**config.mk**
```make
export PLATFORM = sky130hd
export DESIGN_NAME = signed_decimal_ascii_formatter
export DESIGN_NICKNAME = d
export VERILOG_FILES = /design/src/sdaf_pkg.sv /design/src/sdaf_dabble_stage.sv /design/src/sdaf_emitter.sv /design/src/signed_decimal_ascii_formatter.sv
export SDC_FILE = /design/constraint.sdc
export NUM_CORES = 1
export LEC_CHECK = 0
export BUFFER_PORTS_ARGS = -buffer_cell sky130_fd_sc_hd__buf_2
export CORE_AREA = 8 8 259 261
export DETAILED_ROUTE_END_ITERATION = 12
export DIE_AREA = 0 0 267 269
export SETUP_SLACK_MARGIN = 0.4
export SYNTH_ARGS = -nofsm -noshare
export SYNTH_HDL_FRONTEND = slang
export SYNTH_SLANG_ARGS = --single-unit
```
**constraint.sdc**
```tcl
create_clock -name clk -period 9 [get_ports clk]
set_input_delay 0.9 -clock clk [delete_from_list [all_inputs] [get_ports clk]]
set_output_delay 0.9 -clock clk [all_outputs]
set_load 0.02 [all_outputs]
```
**src/sdaf_pkg.sv**
```systemverilog
`default_nettype none

package sdaf_pkg;

  localparam int VALUE_WIDTH = 32;
  localparam int CHAR_WIDTH = 7;
  localparam int CFG_WIDTH = 4;
  localparam int MAX_DIGITS_DEFAULT = 10;

  // Double-dabble conversion is spread over this many register stages.
  localparam int DABBLE_STAGES = 4;
  localparam int STEPS_PER_STAGE = VALUE_WIDTH / DABBLE_STAGES;

  localparam logic [CFG_WIDTH-1:0] DIGIT_COUNT_RESET = 4'd10;
  localparam logic [CFG_WIDTH-1:0] POINT_POSITION_RESET = 4'd0;

  // Register select is paddr[2]: one 32-bit register per word.
  localparam logic REG_DIGIT_COUNT = 1'b0;
  localparam logic REG_POINT_POSITION = 1'b1;

  localparam logic [CHAR_WIDTH-1:0] CH_MINUS = 7'h2D;
  localparam logic [CHAR_WIDTH-1:0] CH_SPACE = 7'h20;
  localparam logic [CHAR_WIDTH-1:0] CH_POINT = 7'h2E;
  localparam logic [CHAR_WIDTH-1:0] CH_ZERO = 7'h30;

  typedef struct packed {
    logic [CFG_WIDTH-1:0] digit_count;
    logic [CFG_WIDTH-1:0] point_position;
  } sdaf_cfg_t;

endpackage

`default_nettype wire

```
**src/sdaf_dabble_stage.sv**
```systemverilog
`default_nettype none

module sdaf_dabble_stage
  import sdaf_pkg::*;
#(
  parameter int MAX_DIGITS = MAX_DIGITS_DEFAULT
) (
  input  wire logic                    clk,
  input  wire logic                    rst,
  input  wire logic                    in_valid,
  output logic                         in_ready,
  input  wire logic                    in_neg,
  input  wire logic [VALUE_WIDTH-1:0]  in_bin,
  input  wire logic [4*MAX_DIGITS-1:0] in_bcd,
  output logic                         out_valid,
  input  wire logic                    out_ready,
  output logic                         out_neg,
  output logic [VALUE_WIDTH-1:0]       out_bin,
  output logic [4*MAX_DIGITS-1:0]      out_bcd
);

  localparam int BW = 4 * MAX_DIGITS;

  logic [BW-1:0]          bcd_next;
  logic [VALUE_WIDTH-1:0] bin_next;

  assign in_ready = !out_valid || out_ready;

  // Digits above the kept ones are simply shifted out: corrections only
  // carry upward, so the low digits stay exact.
  always_comb begin
    bcd_next = in_bcd;
    bin_next = in_bin;
    for (int s = 0; s < STEPS_PER_STAGE; s++) begin
      for (int d = 0; d < MAX_DIGITS; d++) begin
        if (bcd_next[4*d +: 4] >= 4'd5) begin
          bcd_next[4*d +: 4] = bcd_next[4*d +: 4] + 4'd3;
        end
      end
      bcd_next = {bcd_next[BW-2:0], bin_next[VALUE_WIDTH-1]};
      bin_next = {bin_next[VALUE_WIDTH-2:0], 1'b0};
    end
  end

  always_ff @(posedge clk) begin
    if (rst) begin
      out_valid <= 1'b0;
    end else if (in_ready) begin
      out_valid <= in_valid;
    end
  end

  always_ff @(posedge clk) begin
    if (in_ready) begin
      out_neg <= in_neg;
      out_bin <= bin_next;
      out_bcd <= bcd_next;
    end
  end

endmodule

`default_nettype wire

```
**src/sdaf_emitter.sv**
```systemverilog
`default_nettype none

module sdaf_emitter
  import sdaf_pkg::*;
#(
  parameter int MAX_DIGITS = MAX_DIGITS_DEFAULT
) (
  input  wire logic                    clk,
  input  wire logic                    rst,
  input  wire sdaf_cfg_t               cfg,
  input  wire logic                    in_valid,
  output logic                         in_ready,
  input  wire logic                    in_neg,
  input  wire logic [4*MAX_DIGITS-1:0] in_bcd,
  output logic                         strobe,
  output logic [CHAR_WIDTH-1:0]        ascii_char,
  output logic                         last_char
);

  localparam int CW = $clog2(MAX_DIGITS + 1);
  localparam int IDXW = (MAX_DIGITS > 1) ? $clog2(MAX_DIGITS) : 1;
  localparam logic [CFG_WIDTH-1:0] MAX_CFG = CFG_WIDTH'(MAX_DIGITS);

  typedef enum logic [1:0] {
    IDLE,
    SIGN,
    POINT,
    DIGIT
  } emit_state_t;

  emit_state_t             state;
  logic                    neg;
  logic [4*MAX_DIGITS-1:0] bcd;
  logic [CW-1:0]           idx;

  logic [CW-1:0]   count_sat;
  logic [CW-1:0]   idx_dec;
  logic [IDXW-1:0] digit_sel;
  logic [3:0]      digit;
  logic            done;

  assign count_sat = (cfg.digit_count > MAX_CFG) ? CW'(MAX_DIGITS)
                                                 : cfg.digit_count[CW-1:0];
  assign idx_dec   = idx - CW'(1);
  assign digit_sel = idx_dec[IDXW-1:0];
  assign digit     = bcd[4*digit_sel +: 4];

  always_comb begin
    ascii_char = CH_SPACE;
    last_char  = 1'b0;
    unique case (state)
      IDLE: begin
        ascii_char = CH_SPACE;
        last_char  = 1'b0;
      end
      SIGN: begin
        ascii_char = neg ? CH_MINUS : CH_SPACE;
        last_char  = (idx == '0);
      end
      POINT: begin
        ascii_char = CH_POINT;
        last_char  = 1'b0;
      end
      DIGIT: begin
        ascii_char = CH_ZERO + {3'b000, digit};
        last_char  = (idx == CW'(1));
      end
      default: begin
        ascii_char = CH_SPACE;
        last_char  = 1'b0;
      end
    endcase
  end

  assign strobe   = (state != IDLE);
  assign done     = strobe && last_char;
  // A new value loads in the cycle the previous run ends, with no gap.
  assign in_ready = (state == IDLE) || done;

  always_ff @(posedge clk) begin
    if (rst) begin
      state <= IDLE;
    end else if (in_ready) begin
      if (in_valid) begin
        state <= SIGN;
        neg   <= in_neg;
        bcd   <= in_bcd;
        idx   <= count_sat;
      end else begin
        state <= IDLE;
      end
    end else begin
      unique case (state)
        SIGN: begin
          state <= (CFG_WIDTH'(idx) == cfg.point_position) ? POINT : DIGIT;
        end
        POINT: begin
          state <= DIGIT;
        end
        DIGIT: begin
          idx   <= idx_dec;
          state <= (CFG_WIDTH'(idx_dec) == cfg.point_position) ? POINT : DIGIT;
        end
        default: begin
          state <= IDLE;
        end
      endcase
    end
  end

  a_point_then_digit: assert property (@(posedge clk) disable iff (rst)
    state == POINT |=> state == DIGIT)
    else $error("decimal point not followed by a digit");

  a_run_continues: assert property (@(posedge clk) disable iff (rst)
    strobe && !last_char |=> strobe)
    else $error("character run broken before its last beat");

  a_load_sign: assert property (@(posedge clk) disable iff (rst)
    in_valid && in_ready |=> state == SIGN)
    else $error("accepted value did not start with its sign beat");

  a_idx_range: assert property (@(posedge clk) disable iff (rst)
    strobe |-> idx <= CW'(MAX_DIGITS))
    else $error("digit index beyond the kept digits");

endmodule

`default_nettype wire

```
**src/signed_decimal_ascii_formatter.sv**
```systemverilog
`default_nettype none
// A value accepted by start passes one input stage and four conversion stages before its first
// character (the sign beat) appears, once the character output is free. Each value then occupies
// the output for its sign beat, its digits and, with a decimal point, one point beat;
// that character serializer sets the sustained rate, and busy rises once the stages are full.
// The result beats cannot be stalled. Synchronous reset empties all stages and sets
// digit_count to 10 and point_position to 0.

module signed_decimal_ascii_formatter
  import sdaf_pkg::*;
#(
  parameter int MAX_DIGITS = MAX_DIGITS_DEFAULT
) (
  input  wire logic                         clk,
  input  wire logic                         rst,
  input  wire logic                         start,
  output logic                              busy,
  input  wire logic signed [VALUE_WIDTH-1:0] value,
  output logic                              strobe,
  output logic [CHAR_WIDTH-1:0]             ascii_char,
  output logic                              last_char,
  input  wire logic                         psel,
  input  wire logic                         penable,
  input  wire logic                         pwrite,
  input  wire logic [2:0]                   paddr,
  input  wire logic [31:0]                  pwdata,
  output logic [31:0]                       prdata,
  output logic                              pready
);

  localparam int BW = 4 * MAX_DIGITS;

  sdaf_cfg_t cfg;
  logic      cfg_write;

  assign pready    = 1'b1;
  assign cfg_write = psel && penable && pwrite && pready;

  always_ff @(posedge clk) begin
    if (rst) begin
      cfg.digit_count    <= DIGIT_COUNT_RESET;
      cfg.point_position <= POINT_POSITION_RESET;
    end else if (cfg_write) begin
      unique case (paddr[2])
        REG_DIGIT_COUNT:    cfg.digit_count    <= pwdata[CFG_WIDTH-1:0];
        REG_POINT_POSITION: cfg.point_position <= pwdata[CFG_WIDTH-1:0];
        default:            cfg.digit_count    <= cfg.digit_count;
      endcase
    end
  end

  always_comb begin
    unique case (paddr[2])
      REG_DIGIT_COUNT:    prdata = {28'd0, cfg.digit_count};
      REG_POINT_POSITION: prdata = {28'd0, cfg.point_position};
      default:            prdata = '0;
    endcase
  end

  // Pipeline links: index 0 is the input stage, DABBLE_STAGES feeds the serializer.
  logic                   lk_valid [0:DABBLE_STAGES];
  logic                   lk_ready [0:DABBLE_STAGES];
  logic                   lk_neg   [0:DABBLE_STAGES];
  logic [VALUE_WIDTH-1:0] lk_bin   [0:DABBLE_STAGES];
  logic [BW-1:0]          lk_bcd   [0:DABBLE_STAGES];

  logic                   s0_valid;
  logic                   s0_neg;
  logic [VALUE_WIDTH-1:0] s0_mag;
  logic                   s0_ready;
  logic                   accept;

  assign s0_ready = !s0_valid || lk_ready[0];
  assign busy     = !s0_ready;
  assign accept   = start && !busy;

  always_ff @(posedge clk) begin
    if (rst) begin
      s0_valid <= 1'b0;
    end else if (s0_ready) begin
      s0_valid <= accept;
    end
  end

  // The magnitude is taken as unsigned, so the most negative value needs no extra bit.
  always_ff @(posedge clk) begin
    if (accept) begin
      s0_neg <= value[VALUE_WIDTH-1];
      s0_mag <= value[VALUE_WIDTH-1] ? (VALUE_WIDTH'(0) - VALUE_WIDTH'(value))
                                     : VALUE_WIDTH'(value);
    end
  end

  assign lk_valid[0] = s0_valid;
  assign lk_neg[0]   = s0_neg;
  assign lk_bin[0]   = s0_mag;
  assign lk_bcd[0]   = '0;

  for (genvar k = 0; k < DABBLE_STAGES; k++) begin : g_dabble
    sdaf_dabble_stage #(
      .MAX_DIGITS(MAX_DIGITS)
    ) u_stage (
      .clk      (clk),
      .rst      (rst),
      .in_valid (lk_valid[k]),
      .in_ready (lk_ready[k]),
      .in_neg   (lk_neg[k]),
      .in_bin   (lk_bin[k]),
      .in_bcd   (lk_bcd[k]),
      .out_valid(lk_valid[k+1]),
      .out_ready(lk_ready[k+1]),
      .out_neg  (lk_neg[k+1]),
      .out_bin  (lk_bin[k+1]),
      .out_bcd  (lk_bcd[k+1])
    );
  end

  sdaf_emitter #(
    .MAX_DIGITS(MAX_DIGITS)
  ) u_emitter (
    .clk       (clk),
    .rst       (rst),
    .cfg       (cfg),
    .in_valid  (lk_valid[DABBLE_STAGES]),
    .in_ready  (lk_ready[DABBLE_STAGES]),
    .in_neg    (lk_neg[DABBLE_STAGES]),
    .in_bcd    (lk_bcd[DABBLE_STAGES]),
    .strobe    (strobe),
    .ascii_char(ascii_char),
    .last_char (last_char)
  );

endmodule

`default_nettype wire
```
Word-level counts from Yosys, hierarchy flattened --
Cells that the tools add are included.
Storage, ports and cells: flip-flop bits (word level) 293, bits in latches 0, memory bits (writable) 0, memory bits (read-only) 0, input bits 73, output and inout bits 43, memories kept 0
Cells by class: $add $sub $neg 268, multiply operators 0, divide/modulo/power cells 0, magnitude comparators 266, equal/unequal tests 7, shifts and indexed selects 1, mux-type cells 279, bitwise gates (word level) 2, reduce and logical (&&, ||, !) cells 25
Operators with widths (count):
- $ge 4x3->1 const B | 255
- $mux 4 | 247
- $add 4x2->4 const B | 234
- $mux 3 | 22
- $pmux 32 s2 | 1
- $add 3x2->3 const B | 21
- $shiftx 40x7->4 | 1
- $sub 1x32->32 const A | 1
- $mux 31 | 1
- $pmux 7 s4 | 1
- $add 1x2->3 const B | 9
- $ge 1x3->1 const B | 9
- $eq 4x4->1 | 2
- $add 6x4->7 const A | 1
- $logic_not 1->1 | 6
- $logic_or 1x1->1 | 6
- $pmux 2 s3 | 1
- $reduce_and 3->1 | 2
- $eq 2x2->1 const B | 2
- $eq 4x1->1 const B | 1
- $gt 4x4->1 const B | 1
- $logic_and 1x1->1 | 4
- $logic_not 4->1 | 1
- $mux 1 | 4
- 12 further kinds | 15

Longest topological paths before layout --
Gate-level depths: netlist (run 1).
depth after elaboration 16, gate-level depth with buffers 38

Cells and area by module --
A second synthesis (run 1) with hierarchy kept.
Unflattened totals: cells, all modules 6984, area total of the unflattened synthesis 54328.4 um^2
By module, submodules not included:
- sdaf_dabble_stage | instances 4, cells an instance 1648, area an instance 12398.1 um^2, seq. area each 1971.9 um^2
- signed_decimal_ascii_formatter | instances 1, cells an instance 220, area an instance 2454.9 um^2, seq. area each 1171.1 um^2
- sdaf_emitter | instances 1, cells an instance 172, area an instance 2280.9 um^2, seq. area each 1391.3 um^2

Worst setup path after synthesis (run 1) --
No wires, ideal clock.
kind register to register, start point reg g_dabble[2].u_stage.out_bcd[28], end point reg g_dabble[3].u_stage.out_bcd[39], data pin, setup time 0.259 ns, arrival 6.316 ns, data required time 8.741 ns, slack 2.425 ns, stages on the path, launching flop included 34, buffers on the path 0, path through edfxtp_1 ha_1 o21ai_0 xnor2_1 inv_1 ha_1 inv_1 a32oi_1 a211oi_1 a21oi_1 a21oi_1 xnor2_1 ha_1 inv_1 ha_1 a21oi_1 xnor3_1 inv_1 ha_1 nor2_1 a21oi_1 mux2i_1 ha_1 nor3_1 o31a_1 mux2i_1 nor2_1 nor2_1 xnor2_1 ha_1 nor2b_1 mux2_2 a32o_1 a211o_1
Between the ends: cells in the longest elaborated chain, start to end 16, elaborated cells on any way between the ends 54, those cells by class add/sub (18); order compare (18); mux (18)
Ends and longest elaborated chain:
- start, declared | line sdaf_dabble_stage.sv:19 | output logic [4*MAX_DIGITS-1:0] out_bcd
- start signal, assigned | line sdaf_dabble_stage.sv:57 | out_bcd <= bcd_next;
- $add 4x2->4 / $ge 4x3->1 (equally long branches) | line sdaf_dabble_stage.sv:37, sdaf_dabble_stage.sv:36
- $mux 4 * | line sdaf_dabble_stage.sv:36 | if (bcd_next[4*d +: 4] >= 4'd5) begin
- $add 4x2->4 / $ge 4x3->1 (equally long branches) | line sdaf_dabble_stage.sv:37, sdaf_dabble_stage.sv:36
- $mux 4 | line sdaf_dabble_stage.sv:36
- $add 4x2->4, or another cell as far along | line sdaf_dabble_stage.sv:37 | bcd_next[4*d +: 4] = bcd_next[4*d +: 4] + 4'd3;
- $mux 4 / $mux 3 (equally long branches) | line sdaf_dabble_stage.sv:36
- $add 4x2->4, or another cell as far along | line sdaf_dabble_stage.sv:37
- $mux 4 / $mux 3 (equally long branches) | line sdaf_dabble_stage.sv:36
- $add 4x2->4, or another cell as far along | line sdaf_dabble_stage.sv:37
- $mux 4 / $mux 3 (equally long branches) | line sdaf_dabble_stage.sv:36
- $add 4x2->4, or another cell as far along | line sdaf_dabble_stage.sv:37
- $mux 4 / $mux 3 (equally long branches) | line sdaf_dabble_stage.sv:36
- $add 4x2->4, or another cell as far along | line sdaf_dabble_stage.sv:37
- $mux 4 / $mux 3 (equally long branches) | line sdaf_dabble_stage.sv:36
- $ge 4x3->1 / $add 3x2->3 (equally long branches) | line sdaf_dabble_stage.sv:36, sdaf_dabble_stage.sv:37
- $mux 3 * | line sdaf_dabble_stage.sv:36
- named net g_dabble[3].u_stage.bcd_next[39] | line sdaf_dabble_stage.sv:24 | logic [BW-1:0] bcd_next;
- end signal, assigned | line sdaf_dabble_stage.sv:57
- end, declared | line sdaf_dabble_stage.sv:19
Mark *: on every way through the listed nets, which the timed path passes. The rest lies on a longest branch. A chain may end at the register's enable or synchronous reset.

Worst setup path in the final report (run 1) --
start point reg g_dabble[2].u_stage.out_bcd[29], end point reg g_dabble[3].u_stage.out_bcd[39], data pin
Same word-level chain as after synthesis.

==> flow_summary.yaml, run 1 <==
floorplanning:
  die_h_um: 269
  row_count: 92
  io_pins: 116
  die_area_um2: 71820
  start_util: 0.4457
  die_w_um: 267
  fp.coreArea_um2: 62740
finish:
  syn2layout_area_growth_pct: 6.855
  fill_cells: 5911
  antenna_cells: 0
  fin_nets: 3611
  drive_gt1_frac: 0.09950
synthesis:
  yosys.cell_types.count: 127
  synth-seq-area-share: 0.2599
  synth_edf_count: 232
  syn_area_per_cell_um2: 8.244
  yosysWarnings: 0
  synth-main-ff-cell: "edfxtp_1"
  async_flop_share: 0
  yosysTopAreaCellShare: 0.2491
  synth_seq_cells: 247
  yosys.area.top_type: "edfxtp_1"
  synth_area_um2: 27960
  synth_area_leaders: "edfxtp_1, ha_1, o21ai_0"
  synthCells: 3392
sta:
  fin_crit_ns: 7.569
  timing.final.hold_violations: 0
  slew_headroom: 0.1806
  worstMarginPinSlew_ns: 1.220
  rsz0062_at_grt: "false"
  setup_viol: 0
  slew_violations: 0
  fmax_mhz: 132.1
  skew_ns: 0.04900
  post-route-period-util: 0.8411
  fin_tns_setup_ns: 0
  fin_hold_ws_ns: 0.4065
clock_tree:
  ctsResizeCount: 0
  htreeDepth: 1
  post_cts_buffers: 0
  hold_buffers: 0
  root_buffer: "clkbuf_16"
  cts.sinks: 247
  cts_tree: "yes"
  cts.clk_slew.worst_paths_ns: 0.07
  cts_buffer_depth: 3
  worst_skew_pair.late_latency_ns: 0.59
  cts_inserted_buffers: 29
route:
  post-route-drc-count: 0
  wl_mm: 60.14
  first_pass_iters: 6
  wl_per_cell_um: 14.11
  drtIter0Drc: 1595
  vias: 25020
  antenna_left: 0
  vias_per_cell: 5.869
critical_path:
  critical_path_class: "reg2reg"
  path_delay_family: "compound AO/OA/AOI/OAI gates"
  required_ns: 9.30
  slowest_stage: "or4b_1"
  critPathMaxStageDelay_ns: 0.53
  critPathLaunchType: "flop"
  worstPathBufferInverterCount: 4
  cp.arrival_ns: 7.87
  cp_max_fo: 8
  worst_path_most_repeated_cell: "ha_1"
  endpoint_kind: "flop"
outcome:
  status: "finished, final reports clean"
worst_hold_path:
  min_path_type: "reg2reg"
global_route:
  antenna_found_initial: 0
  overflow: 0
  grt_pass1_wl_mm: 103.1
  grt_max_degree: 44
  grt_pass1_vias: 23190
  grt_usage: 0.1597
place:
  hpwlAfterDp_mm: 46.24
  port-buffer-count: 54
  routabilityCongestion: 0.8478
job:
  cap_viol_max_count: 0
per-layer routing:
metal / up-vias / routed length (µm) / GRT usage
met3: 67 / 1997 / 0.01906
li1: 12780 / - / -
met5: - / 0 / 0
met4: 0 / 913 / 0.03264
met2: 431 / 29640 / 0.2946
met1: 11740 / 27600 / 0.1988
cell families (layout without fill, tap and decap cells):
family / after synthesis / after routing / share of synthesized area
AND/OR/NAND/NOR: 1124 / 1124 / 0.1937
XOR/XNOR: 145 / 145 / 0.05096
flip-flops: 247 / 247 / 0.2599
other: 2 / 31 / 0.0002686
adder cells (fa/ha/maj): 152 / 152 / 0.06730
multiplexers: 178 / 178 / 0.07168
buffers and inverters: 327 / 323 / 0.04926
AO/OA/AOI/OAI: 1217 / 1217 / 0.3070
cell usage after synthesis (17+ instances only):
library cell	count
a211o_1	37
a211oi_1	79
a21boi_0	28
a21o_1	48
a21oi_1	211
a22oi_1	18
a31oi_1	46
and2_1	44
and3_1	30
buf_4	35
clkbuf_1	68
edfxtp_1	232
ha_1	144
inv_1	191
mux2_2	55
mux2i_1	105
nand2_1	317
nand2b_1	60
nand3_1	80
nand4_1	17
nor2_1	305
nor2b_1	52
nor3_1	72
o211a_1	18
o211ai_1	52
o21a_1	42
o21ai_0	242
o21ai_1	46
o21bai_1	18
o221ai_1	20
o22ai_1	36
o31ai_1	27
or2_2	25
or3_1	29
xnor2_1	106
xor2_1	23
sequential cells by signal, indices dropped and copies added, names as in the netlist, 2 cells and up:
register and cells:
g_dabble.u_stage.out_bin 48, g_dabble.u_stage.out_bcd 102, u_emitter.idx 4, u_emitter.bcd 40, s0_mag 32, g_dabble.u_stage.out_neg 4
cfg 8, u_emitter.state 2, g_dabble.u_stage.out_valid 4
layout by cell type, fill, tap and decap left out, types with 20 or more instances in the layout:
master     Yosys  layout
nand2_1      317     317
nor2_1       305     304
o21ai_0      242     242
edfxtp_1     232     232
a21oi_1      211     211
inv_1        191     191
ha_1         144     144
xnor2_1      106     106
mux2i_1      105     105
nand3_1       80      79
a211oi_1      79      79
nor3_1        72      72
nand2b_1      60      60
mux2_2        55      55
buf_2         12      54
nor2b_1       52      52
o211ai_1      52      52
a21o_1        48      48
o21ai_1       46      46
a31oi_1       46      46
and2_1        44      44
o21a_1        42      42
a211o_1       37      37
o22ai_1       36      36
conb_1         2      31
and3_1        30      30
or3_1         29      29
clkbuf_16      0      29
a21boi_0      28      28
o31ai_1       27      27
or2_2         25      25
xor2_1        23      23
o221ai_1      20      20
metrics by stage:
stage	instance area, µm²	utilization	instances	setup slack, ns
floorplan	28070	-	3421	2.425
global placement	28890	0.4605	4209	1.770
detailed placement	28890	0.4605	4209	1.491
CTS	29880	0.4763	4263	1.461
global route	29880	0.4763	4263	0.5824
finish	29880	0.4763	4263	1.431
worst paths after layout:
path,from,to,slack (ns),cells past startpoint
max reg2reg,g_dabble[2].u_stage.out_bcd[29]$_DFFE_PP_,g_dabble[3].u_stage.out_bcd[39]$_DFFE_PP_,1.43,33
min,g_dabble[1].u_stage.out_bin[16]$_DFFE_PP_,g_dabble[2].u_stage.out_bin[24]$_DFFE_PP_,0.41,0
min reg2reg,g_dabble[1].u_stage.out_bin[16]$_DFFE_PP_,g_dabble[2].u_stage.out_bin[24]$_DFFE_PP_,0.41,0
max,g_dabble[2].u_stage.out_bcd[29]$_DFFE_PP_,g_dabble[3].u_stage.out_bcd[39]$_DFFE_PP_,1.43,33
cell type report:
class / count / area (µm²) / area share
Multi-Input combinational cell: 2847 / 19440 / 0.6508
Tap cell: 846 / 1059 / 0.03543
Clock buffer: 39 / 763.2 / 0.02554
Sequential cell: 247 / 7267 / 0.2432
Inverter: 205 / 772.0 / 0.02584
Clock inverter: 15 / 229.0 / 0.007663
Timing Repair Buffer: 64 / 345.3 / 0.01156
worst reg2reg max path, delay by kind of cell (launching register included):
kind | cells | cell delay, ns
buffers and inverters | 4 | 0.50
AOI/OAI and AO/OA | 10 | 2.09
adders and majority gates | 6 | 1.53
xor gates and xnor gates | 2 | 0.49
DFF | 1 | 0.46
muxes | 3 | 0.89
and+or+nand+nor | 8 | 1.38
Power of run 1 is left out: the tool's default activity adds up to more than one toggle a clock period on the data nets, which glitch-free logic cannot reach.
==> run 2: changes to the inputs <==
clock period = 7.16 ns   (was 9 ns; I/O delays follow)
==> run 2 against run 1 <==
Compared with the run above: final cell count grew 2.7%; clock-buffer cell count decreased by 5; flip-flop and latch count did not move; hold slack got worse by 0.061 ns; setup slack lost 0.74 ns; core utilization up 3.4 points; maximum frequency up 17%; first-iteration DRC count decreased by 1.8%; clock skew down 0.0084 ns; non-clock buffer count rose by 112; sequential share of layout area decreased by 1.6 points.
==> flow_summary.yaml, run 2 (synthesis results as in run 1) <==
finish:
  largest_registers: "g_dabble.u_stage.out_bcd: 102 flops, g_dabble.u_stage.out_bin: 48 flops, u_emitter.bcd: 40 flops"
  largest_register_ffs: 102
  final_cell_mix: "nand2_1, nor2_1, edfxtp_1, o21ai_0, inv_1"
  fin_nets: 3725
  regMostFlops: "g_dabble.u_stage.out_bcd"
  antenna_cells: 0
  finalCoreUtilization: 0.5100
  drive_gt1_frac: 0.1860
  finalInstanceArea_um2: 31990
  syn2layout_area_growth_pct: 14.42
  fill_cells: 5782
  seqCellArea_um2: 7267
  final_common_cell: "nand2_1"
  multi_input_area_um2: 20570
sta:
  fin_hold_ws_ns: 0.3460
  skew_ns: 0.04059
  timing.final.hold_violations: 0
  worst_slack_ns: 0.6877
  post-route-period-util: 0.9039
  setup_viol: 0
  rsz0062_at_grt: "true"
  slew_headroom: 0.1661
  slew_violations: 0
  worstMarginPinSlew_ns: 1.240
  fmax_mhz: 154.5
  fin_crit_ns: 6.472
floorplanning:
  die_area_um2: 71820
  fp.coreArea_um2: 62740
  die_w_um: 267
  start_util: 0.4457
  row_count: 92
  io_pins: 116
  die_h_um: 269
critical_path:
  cp.arrival_ns: 6.79
  required_ns: 7.48
  r2r_start: "g_dabble[2].u_stage.out_bcd[20]$_DFFE_PP_"
  r2r_setup_slack_ns: 0.69
  path_delay_family: "compound AO/OA/AOI/OAI gates"
  critPathLaunchType: "flop"
  critical_path.startpoint: "g_dabble[2].u_stage.out_bcd[20]$_DFFE_PP_"
  worstPathBufferInverterCount: 2
  worst_path_most_repeated_cell: "ha_1"
  critPathMaxStageDelay_ns: 0.46
  cp_max_fo: 9
  endpoint_kind: "flop"
  critical_path_class: "reg2reg"
  slowest_stage: "edfxtp_1"
place:
  placed_cell_area_um2: 29110
  pre_cts_slack_ns: -0.09218
  port-buffer-count: 54
  hpwlAfterDp_mm: 47.04
  routabilityCongestion: 0.8058
clock_tree:
  cts_tree: "yes"
  cts.clk_slew.worst_paths_ns: 0.06
  root_buffer: "clkbuf_16"
  cts_inserted_buffers: 31
  worst_skew_pair.late_latency_ns: 0.61
  htreeDepth: 1
  cts_buffer_depth: 3
  hold_buffers: 0
  cts.sinks: 247
worst_hold_path:
  min_from: "value[0]"
  min_path_type: "in2reg"
route:
  vias: 25650
  first_pass_iters: 5
  post-route-drc-count: 0
  wl_mm: 63.95
  vias_per_cell: 5.856
  antenna_left: 0
  wl_per_cell_um: 14.60
  drtIter0Drc: 1566
global_route:
  grt_max_degree: 44
  overflow: 0
  grt_pass1_wl_mm: 105.9
  grt_pass1_vias: 23770
  antenna_found_initial: 0
  grt_usage: 0.1639
outcome:
  status: "finished, final reports clean"
job:
  cap_viol_max_count: 0
==> run 2: changes by cell type in the layout (fill, tap and decap cells not counted), moves of 18 or more <==
cell | previous run | this run
buf_4 | 10 | 122
a21oi_1 | 211 | 181
a21oi_2 | 11 | 36
a211oi_1 | 79 | 58
o21ai_0 | 242 | 223
a211oi_2 | 5 | 23
ha_1 | 144 | 126
==> run 2: area by class of cell <==
class / instances / area share
Sequential cell: 247 / 0.2271
Tap cell: 846 / 0.03308
Multi-Input combinational cell: 2847 / 0.6429
Clock inverter: 24 / 0.01095
Timing Repair Buffer: 176 / 0.03707
Clock buffer: 34 / 0.02460
Inverter: 205 / 0.02429
==> run 2: per-stage QoR <==
step                      TNS (ns)  instances
after floorplan                  0       3421
after CTS                        0       4306
after global routing             0       4379
final                            0       4379
after detailed placement   -0.2124       4239
after global placement           0       4239
==> run 2: final timing paths <==
path                                               end  depth (start not counted)
max          g_dabble[3].u_stage.out_bcd[25]$_DFFE_PP_                         26
min                                s0_mag[0]$_DFFE_PP_                          1
max reg2reg  g_dabble[3].u_stage.out_bcd[25]$_DFFE_PP_                         26
min reg2reg  g_dabble[1].u_stage.out_bin[31]$_DFFE_PP_                          0
==> run 2: what timing repair did <==
action,in CTS,in global routing
endpoints found under the setup margin,38,75
gates resized for setup,35,228
gates cloned,0,0
pin swaps,7,69
buffers inserted,9,73
==> run 2: layer usage <==
layer / routed length, µm / GRT usage / vias up
li1: - / - / 13010
met5: 0 / 0 / -
met2: 32180 / 0.3061 / 442
met1: 28790 / 0.2033 / 12110
met4: 1085 / 0.03367 / 0
met3: 1889 / 0.01577 / 84
Power of run 2 is left out for the same reason.
==> run 3: changes to the inputs <==
CORE_AREA = 8 8 248 250   (was 8 8 259 261)
DIE_AREA = 0 0 256 258   (was 0 0 267 269)
PLACE_DENSITY = 0.65   (was default)
clock period = 8 ns   (was 7.16 ns; I/O delays follow)
==> run 3 against run 2 <==
Compared with the run above: final cell count down 4.1%; flip-flop and latch count did not move; die area shrank 8.0%; maximum frequency decreased by 9.4%; core utilization grew 1.5 points; register-to-register slack better by 0.17 ns; non-clock buffer count down 98; clock skew fell by 0.022 ns; hold slack gained 0.068 ns; highest routed layer unchanged; setup slack gained 0.17 ns.
==> flow_summary.yaml, run 3 (synthesis results as in run 1) <==
outcome:
  status: "finished, final reports clean"
global_route:
  antenna_found_initial: 0
  grt_pass1_vias: 22990
  grt_max_degree: 44
  overflow: 0
  grt_pass1_wl_mm: 102.0
  grt_usage: 0.1688
clock_tree:
  cts.sinks: 247
  hold_buffers: 0
  worst_skew_pair.late_latency_ns: 0.58
  cts_buffer_depth: 3
  root_buffer: "clkbuf_16"
  cts_tree: "yes"
  cts_inserted_buffers: 30
  htreeDepth: 1
  cts.clk_slew.worst_paths_ns: 0.06
critical_path:
  r2r_cells: 33
  worstReg2RegEnd: "g_dabble[3].u_stage.out_bcd[39]$_DFFE_PP_"
  critPathMaxStageDelay_ns: 0.50
  critical_path_class: "reg2reg"
  critPathLaunchType: "flop"
  critical_path.startpoint: "g_dabble[2].u_stage.out_bcd[29]$_DFFE_PP_"
  r2r_setup_slack_ns: 0.86
  required_ns: 8.32
  cp_max_fo: 8
  slowest_stage: "or4b_1"
  r2r_start: "g_dabble[2].u_stage.out_bcd[29]$_DFFE_PP_"
  endpoint_kind: "flop"
  cp.arrival_ns: 7.46
sta:
  setup_viol: 0
  skew_ns: 0.01849
  worst_slack_ns: 0.8557
  worstMarginPinSlew_ns: 1.178
  post-route-period-util: 0.8930
  fin_tns_setup_ns: 0
  timing.final.hold_violations: 0
  rsz0062_at_grt: "false"
  fin_crit_ns: 7.144
  slew_headroom: 0.2080
  fmax_mhz: 140.0
  fin_hold_ws_ns: 0.4144
  slew_violations: 0
finish:
  syn2layout_area_growth_pct: 7.754
  fin_nets: 3626
  final_common_cell: "nand2_1"
  fill_cells: 5259
  largest_registers: "g_dabble.u_stage.out_bcd: 102 flops, g_dabble.u_stage.out_bin: 48 flops, u_emitter.bcd: 40 flops"
  final_cell_mix: "nand2_1, nor2_1, o21ai_0, edfxtp_1, a21oi_1"
  drive_gt1_frac: 0.1156
  antenna_cells: 0
  largest_register_ffs: 102
  regMostFlops: "g_dabble.u_stage.out_bcd"
worst_hold_path:
  min_from: "g_dabble[3].u_stage.out_bcd[13]$_DFFE_PP_"
  min_path_type: "reg2reg"
  min_to: "u_emitter.bcd[13]$_DFFE_PP_"
  whs_path_depth: 0
floorplanning:
  die_area_um2: 66050
  io_pins: 116
  die_w_um: 256
  row_count: 88
  start_util: 0.4875
  fp.coreArea_um2: 57370
  die_h_um: 258
route:
  first_pass_iters: 5
  vias: 25080
  antenna_left: 0
  wl_mm: 59.94
  wl_per_cell_um: 14.28
  vias_per_cell: 5.974
  post-route-drc-count: 0
  drtIter0Drc: 1797
job:
  cap_viol_max_count: 0
place:
  port-buffer-count: 54
  routabilityCongestion: 0.8435
  hpwlAfterDp_mm: 45.67
  pre_cts_slack_ns: 0.3994
-- run 3: worst max path at each step --
stage | to | slack [ns] | depth (start not counted)
final | g_dabble[3].u_stage.out_bcd[39]$_DFFE_PP_ | 0.86 | 33
after global routing | g_dabble[3].u_stage.out_bcd[39]$_DFFE_PP_ | 0.33 | 31
after detailed placement | g_dabble[3].u_stage.out_bcd[37]$_DFFE_PP_ | 0.40 | 34
after global placement | g_dabble[3].u_stage.out_bcd[38]$_DFFE_PP_ | 0.84 | 33
after CTS | g_dabble[3].u_stage.out_bcd[39]$_DFFE_PP_ | 0.49 | 33
after floorplan | g_dabble[3].u_stage.out_bcd[39]$_DFFE_PP_ | 1.43 | 33
-- run 3: what timing repair did --
item,in CTS,in global routing
endpoints found under the setup margin,1,34
resized for setup,1,37
setup buffers,0,12
pin swaps,0,8
-- run 3: worst max-delay path, delay by kind of cell (launching register included) --
family,cells,cell delay (ns)
buffers and inverters,4,0.46
adder cells (fa/ha/maj),6,1.47
flip-flops,1,0.44
multiplexers,3,0.72
AND/OR/NAND/NOR,8,1.32
AO/OA/AOI/OAI,10,2.04
XOR/XNOR,2,0.44
-- run 3: through the flow --
stage / std cells / area [µm²] / utilization
floorplan: 3421 / 28070 / -
global placement: 4130 / 28800 / 0.5021
detailed placement: 4130 / 28800 / 0.5021
CTS: 4186 / 29870 / 0.5207
global route: 4198 / 30130 / 0.5253
finish: 4198 / 30130 / 0.5253
-- run 3: area by class of cell --
cell class / instances / area (µm²) / share of cell area
sequential: 247 / 7267 / 0.2412
clock inverter: 22 / 267.8 / 0.008886
clock buffer: 34 / 795.8 / 0.02641
multi-input combinational: 2847 / 19620 / 0.6512
inverter: 205 / 772.0 / 0.02562
tap: 765 / 957.2 / 0.03177
timing repair buffer: 78 / 450.4 / 0.01495
-- run 3: layer usage --
layer,vias up,GRT usage,wire length (µm)
met5,-,0,0
met4,0,0.03587,1037
met3,69,0.01638,1899
met2,492,0.3168,29880
met1,11690,0.2076,27130
li1,12830,-,-
Power of run 3 is left out for the same reason.
